===== src/design/assert_macros.svh =====
// assertion helpers shared by the rtl
`ifndef ASSERT_MACROS_SVH
`define ASSERT_MACROS_SVH
`ifndef SYNTHESIS
// pre holds, so post holds in the same cycle
`define ASSERT_IMPLIES(lbl, ck, rs, pre, post) \
  lbl: assert property (@(posedge ck) disable iff (rs) (pre) |-> (post)) \
    else $error("%m: implication check failed");
// pre holds, so post holds in the next cycle
`define ASSERT_NEXT(lbl, ck, rs, pre, post) \
  lbl: assert property (@(posedge ck) disable iff (rs) (pre) |=> (post)) \
    else $error("%m: next-cycle check failed");
`else
`define ASSERT_IMPLIES(lbl, ck, rs, pre, post)
`define ASSERT_NEXT(lbl, ck, rs, pre, post)
`endif
`endif


===== src/design/tba_fifo.sv =====
module tba_fifo #(
  parameter int DEPTH = 4,
  parameter type word_t = logic
) (
  input  logic  clk,
  input  logic  rst,
  input  logic  push,
  output logic  full,
  input  word_t wdata,
  input  logic  pop,
  output logic  empty,
  output word_t rdata
);

  localparam int PTR_W = $clog2(DEPTH) + 1;

  word_t            mem [DEPTH];
  logic [PTR_W-1:0] wr_ptr;
  logic [PTR_W-1:0] rd_ptr;

  assign empty = (wr_ptr == rd_ptr);
  assign full  = (wr_ptr[PTR_W-1] != rd_ptr[PTR_W-1]) &&
                 (wr_ptr[PTR_W-2:0] == rd_ptr[PTR_W-2:0]);
  assign rdata = mem[rd_ptr[PTR_W-2:0]];

  always_ff @(posedge clk) begin
    if (rst) begin
      wr_ptr <= '0;
      rd_ptr <= '0;
    end else begin
      if (push && !full) begin
        wr_ptr <= wr_ptr + PTR_W'(1);
      end
      if (pop && !empty) begin
        rd_ptr <= rd_ptr + PTR_W'(1);
      end
    end
  end

  always_ff @(posedge clk) begin
    if (push && !full) begin
      mem[wr_ptr[PTR_W-2:0]] <= wdata;
    end
  end

endmodule


===== config.mk =====
export PLATFORM = sky130hd
export DESIGN_NAME = tba_fifo
export DESIGN_NICKNAME = d
export VERILOG_FILES = /design/src/design/assert_macros.svh /design/src/design/tba_fifo.sv
export SDC_FILE = /design/constraint.sdc
export NUM_CORES = 1
export LEC_CHECK = 0
export ABC_AREA = 1
export BUFFER_PORTS_ARGS = -buffer_cell sky130_fd_sc_hd__buf_2
export CAP_MARGIN = 30
export CORE_MARGIN = 4
export CORE_UTILIZATION = 40
export CTS_CLUSTER_SIZE = 10
export DETAILED_ROUTE_END_ITERATION = 16
export PLACE_DENSITY_LB_ADDON = 0.15
export SYNTH_ARGS = -nofsm -noshare
export SYNTH_HDL_FRONTEND = slang
export SYNTH_SLANG_ARGS = --single-unit

===== constraint.sdc =====
create_clock -name clk -period 3.2 [get_ports clk]
set_clock_uncertainty 0.2 [all_clocks]
set_input_delay 0.16 -clock clk [delete_from_list [all_inputs] [get_ports clk]]
set_output_delay 0.16 -clock clk [all_outputs]
set_load 0.02 [all_outputs]

== Yosys cells after proc, flatten, opt, wreduce, memory -nomap -nowiden ==
Memory sizes are Yosys's and may differ from the RTL's. A register that Yosys moved wholly into a read port is not among the register bits.
Cells that the tools add are included.
Widths: inputs -> output; s select.

* Add/subtract/negate cells: 2
* Reduce and logical (&&, ||, !) cells: 5
* Mux-type cells: 4
* Equality and inequality tests: 3

{| class="wikitable"
|+ Operators by type and width
! operator !! number
|-
| $add 3x1->3 const B || 2
|-
| $mux 2 || 2
|-
| $eq 3x3->1 || 1
|-
| $logic_and 1x1->1 || 3
|-
| $eq 2x2->1 || 1
|-
| $logic_not 1->1 || 2
|-
| $mux 1 || 2
|-
| $ne 1x1->1 || 1
|}

* Memories kept: 1
* RAM bits: 4
* Word-level logic and storage cells: 17
* Bits of input ports: 5
* Register bits: 6

{| class="wikitable"
|+ Memory list
! name !! depth !! bits a word !! read ports !! clocked after Yosys merged registers in !! wr ports !! line !! RTL
|-
| mem || 4 || 1 || 1 || 1 || 1 || tba_fifo.sv:17 || <nowiki>word_t mem [DEPTH];</nowiki>
|}

== Depth between registers and ports, before layout ==
* Word-level depth: 6
* Gate-level depth with buffers: 7
* Mapped depth without buffers: 7

== Worst setup path before layout ==
OpenSTA, ideal clock, no wires.

* Path kind: reg-to-reg
* Start: reg wr_ptr[0]
* End: mem mem[0] (netlist bit), enable pin
* Cell stages (with the launch flop): 7
* Arrival time: 866 ps
* Setup slack: 1836 ps
* Path buffers: 0
* Period minus slack after synthesis: 1364 ps
* Data required time: 2702 ps
* Path through: dfxtp_1 inv_1 nand2_2 nand2_4 nand3_4 nand2_2 nor2_1

* Cells in the longest elaborated chain, start to end: 6

{| class="wikitable"
|+ Ends and longest elaborated chain
! item !! line !! RTL
|-
| start, declared || tba_fifo.sv:18 || <nowiki>logic [PTR_W-1:0] wr_ptr;</nowiki>
|-
| start signal, assigned || tba_fifo.sv:32 || <nowiki>wr_ptr <= wr_ptr + PTR_W'(1);</nowiki>
|-
| $eq 2x2->1 || tba_fifo.sv:23 || <nowiki>(wr_ptr[PTR_W-2:0] == rd_ptr[PTR_W-2:0]);</nowiki>
|-
| $logic_and 1x1->1 || tba_fifo.sv:22 || <nowiki>assign full = (wr_ptr[PTR_W-1] != rd_ptr[PTR_W-1]) &&</nowiki>
|-
| $logic_not 1->1 || tba_fifo.sv:41 || <nowiki>if (push && !full) begin</nowiki>
|-
| $logic_and 1x1->1 || tba_fifo.sv:41 ||
|-
| $mux 1 || tba_fifo.sv:41 ||
|-
| $mux 1 (not written as such) || tba_fifo.sv:42 || <nowiki>mem[wr_ptr[PTR_W-2:0]] <= wdata;</nowiki>
|-
| end, declared || tba_fifo.sv:17 ||
|}

Parallel ways exist; a longest one is shown, timed or not.

== Worst setup path in the final report ==
* Start: reg wr_ptr[0]
* End: out full

* Cells in the longest elaborated chain, start to end: 2

{| class="wikitable"
|+ Ends and longest elaborated chain
! item !! line !! RTL
|-
| $eq 2x2->1 || tba_fifo.sv:23 ||
|-
| $logic_and 1x1->1 || tba_fifo.sv:22 ||
|-
| end, declared || tba_fifo.sv:8 || <nowiki>output logic full,</nowiki>
|}

No other way between the ends.

==> metrics <==
detailed-route via count 503; Num Clock Sinks 12; Hold WC Path Type in -> reg; path type of the worst setup path reg -> out; clock tree from TritonCTS done; Congestion Overflow GR 0; leakage power 0.389 nW; HPWL Detailed 813 um; crit path time final 1670 ps; Avg Inst Size Synth 7.86 sq um; ant diodes 0; slowest CP cell dfxtp_1; Core Area 1560 sq um; most frequent cells in the layout nand2_1 (19), inv_1 (17), nor2_1 (10), dfxtp_1 (8); fmax 598 MHz; largest net degree at the start of global routing 10; H-tree levels 1; RD Place Congestion 0.784; Final ANT Viol Nets 0; CP arrival 1310 ps; Crit path top cell by count inv_1; crit start category flip-flop; total CTS buffers 3; share of cells above drive strength 1 19.4%; critical path, cell by cell inv_1 -> nand2_2 -> nand2_4 -> nand3_4 -> inv_1 -> buf_2; IO Count 8; final core utilization 49.2%; initial DRC count 3; post-route cell area 767 sq um; Initial Util 43.3%; Final setup viols 0; Synth Register Bits 12; Setup TNS 0 ps; Netlist Area Pre-Place 676 sq um; clk root buf clkbuf_4; final hold vios 0; Worst-path clk slew 80 ps; Max Root-Sink Buffers 2; Placed Area 731 sq um; worst endpoint required time 2840 ps; antenna violations before repair 0; PortBufs 7; Area growth syn-to-layout 13.5%; NumNets Final 109; Rows 14; vias in the first global route 426; GRT Overall Usage 9.85%; YS warnings 0; final period utilization 52.3%; Synth cell types 13; Worst Tran Pin Value 213 ps; DIE AREA 2410 sq um; largest stage delay on the critical path 440 ps; Max-slew headroom 85.8%; Remaining DRCs 0; worst path bufs/invs 3; Max Slew Vio Count 0; status finished clean; post-synthesis sequential area ratio 41.5%; commonest non-fill, non-tap cell in the layout nand2_1; Syn Nets 96; MaxCap Viol Count 0; WHS 8.18 ps; drt via density 4.41; gate count of the mapped netlist 86; Routed wire per std cell 9.23 um; Clock Latency Late Sink 280 ps; final wirelength 1050 um; Power per Cell Area 482 nW/um^2; Max VDD drop 0.308 mV; Fillers 162; Initial DRT Pass Iterations 3; first-pass GRT wire length 1770 um; die height 49.1 um; CP delay by family, top flip-flops; nature of the critical path endpoint output port; Storage cell area 280 sq um; CP Max Fanout 9; multi-input logic area 328 sq um; unrepaired setup endpoints after global routing false; die width 49.1 um
-- cells by family (layout without fill, tap and decap cells) --
family | count (synthesis) | count (layout) | synth area share [%]
compound gates | 8 | 8 | 6.48
fa+ha+maj | 5 | 5 | 9.26
flops | 12 | 12 | 41.5
simple gates | 43 | 43 | 32.8
buf+inv | 18 | 30 | 10.0
-- what timing repair did --
action                    CTS  global route
gates resized for setup     0             0
hold buffers                1             0
setup buffers               0             0
hold endpoints to repair    4             0
-- layer usage --
metal,vias to the layer above,track usage [%],wire [um]
met2,8,13.8,462
met3,4,4.59,61
met1,202,12.7,510
li1,289,-,-
met4,0,4.27,18
met5,-,0,0
-- power by group --
part | leakage (nW) | internal, mW | total, mW | switching [mW]
registers | 0.103 | 0.171 | 0.183 | 0.0119
logic | 0.271 | 0.0341 | 0.0909 | 0.0568
clock network | 0.0154 | 0.0452 | 0.0960 | 0.0508
-- Yosys cell counts --
cell type  instances  area share (%)
a21oi_1            7             5.2
a32oi_1            1             1.3
dfxtp_1            8              24
edfxtp_1           4              18
ha_1               5             9.3
inv_1             17             9.4
inv_2              1            0.56
nand2_1           19              11
nand2_2            4             3.7
nand2_4            2             3.3
nand3_1            6             4.4
nand3_4            2             5.2
nor2_1            10             5.6
-- layout make-up --
cell class                      count  share of cell area (%)
Clock inverter                      1                   0.489
Multi-Input combinational cell     56                    42.7
Inverter                           18                    8.81
Tap cell                           16                    2.61
Sequential cell                    12                    36.5
Clock buffer                        3                    2.94
Timing Repair Buffer                8                    5.87
-- worst register-to-register path: cells and delay by family, from the launching register on --
kind / cells / cell delay, ps
buf+inv: 1 / 130
simple gates: 5 / 470
flops: 1 / 440
-- through the flow --
stage	total power, mW	cells	setup slack, ps
finish	0.369	114	1530
CTS	0.376	114	1510
floorplan	0.255	86	1840
detailed placement	0.278	109	1690
global route	0.398	114	1400
global placement	0.275	109	1720
-- path summary, 6_finish.rpt --
| kind | startpoint | slack [ps] | to | depth (start not counted) |
|---|---|---|---|---|
| worst min-delay path | rst | 8 | wr_ptr[1]$_SDFFE_PP0P_ | 4 |
| worst max-delay path | wr_ptr[0]$_SDFFE_PP0P_ | 1530 | full | 6 |
| worst max register to register | wr_ptr[0]$_SDFFE_PP0P_ | 1690 | mem[1]$_DFFE_PP_ | 6 |
| worst min register to register | rd_ptr[2]$_SDFFE_PP0P_ | 350 | rd_ptr[2]$_SDFFE_PP0P_ | 2 |
Note: power is estimated with default switching activity, not from simulation.
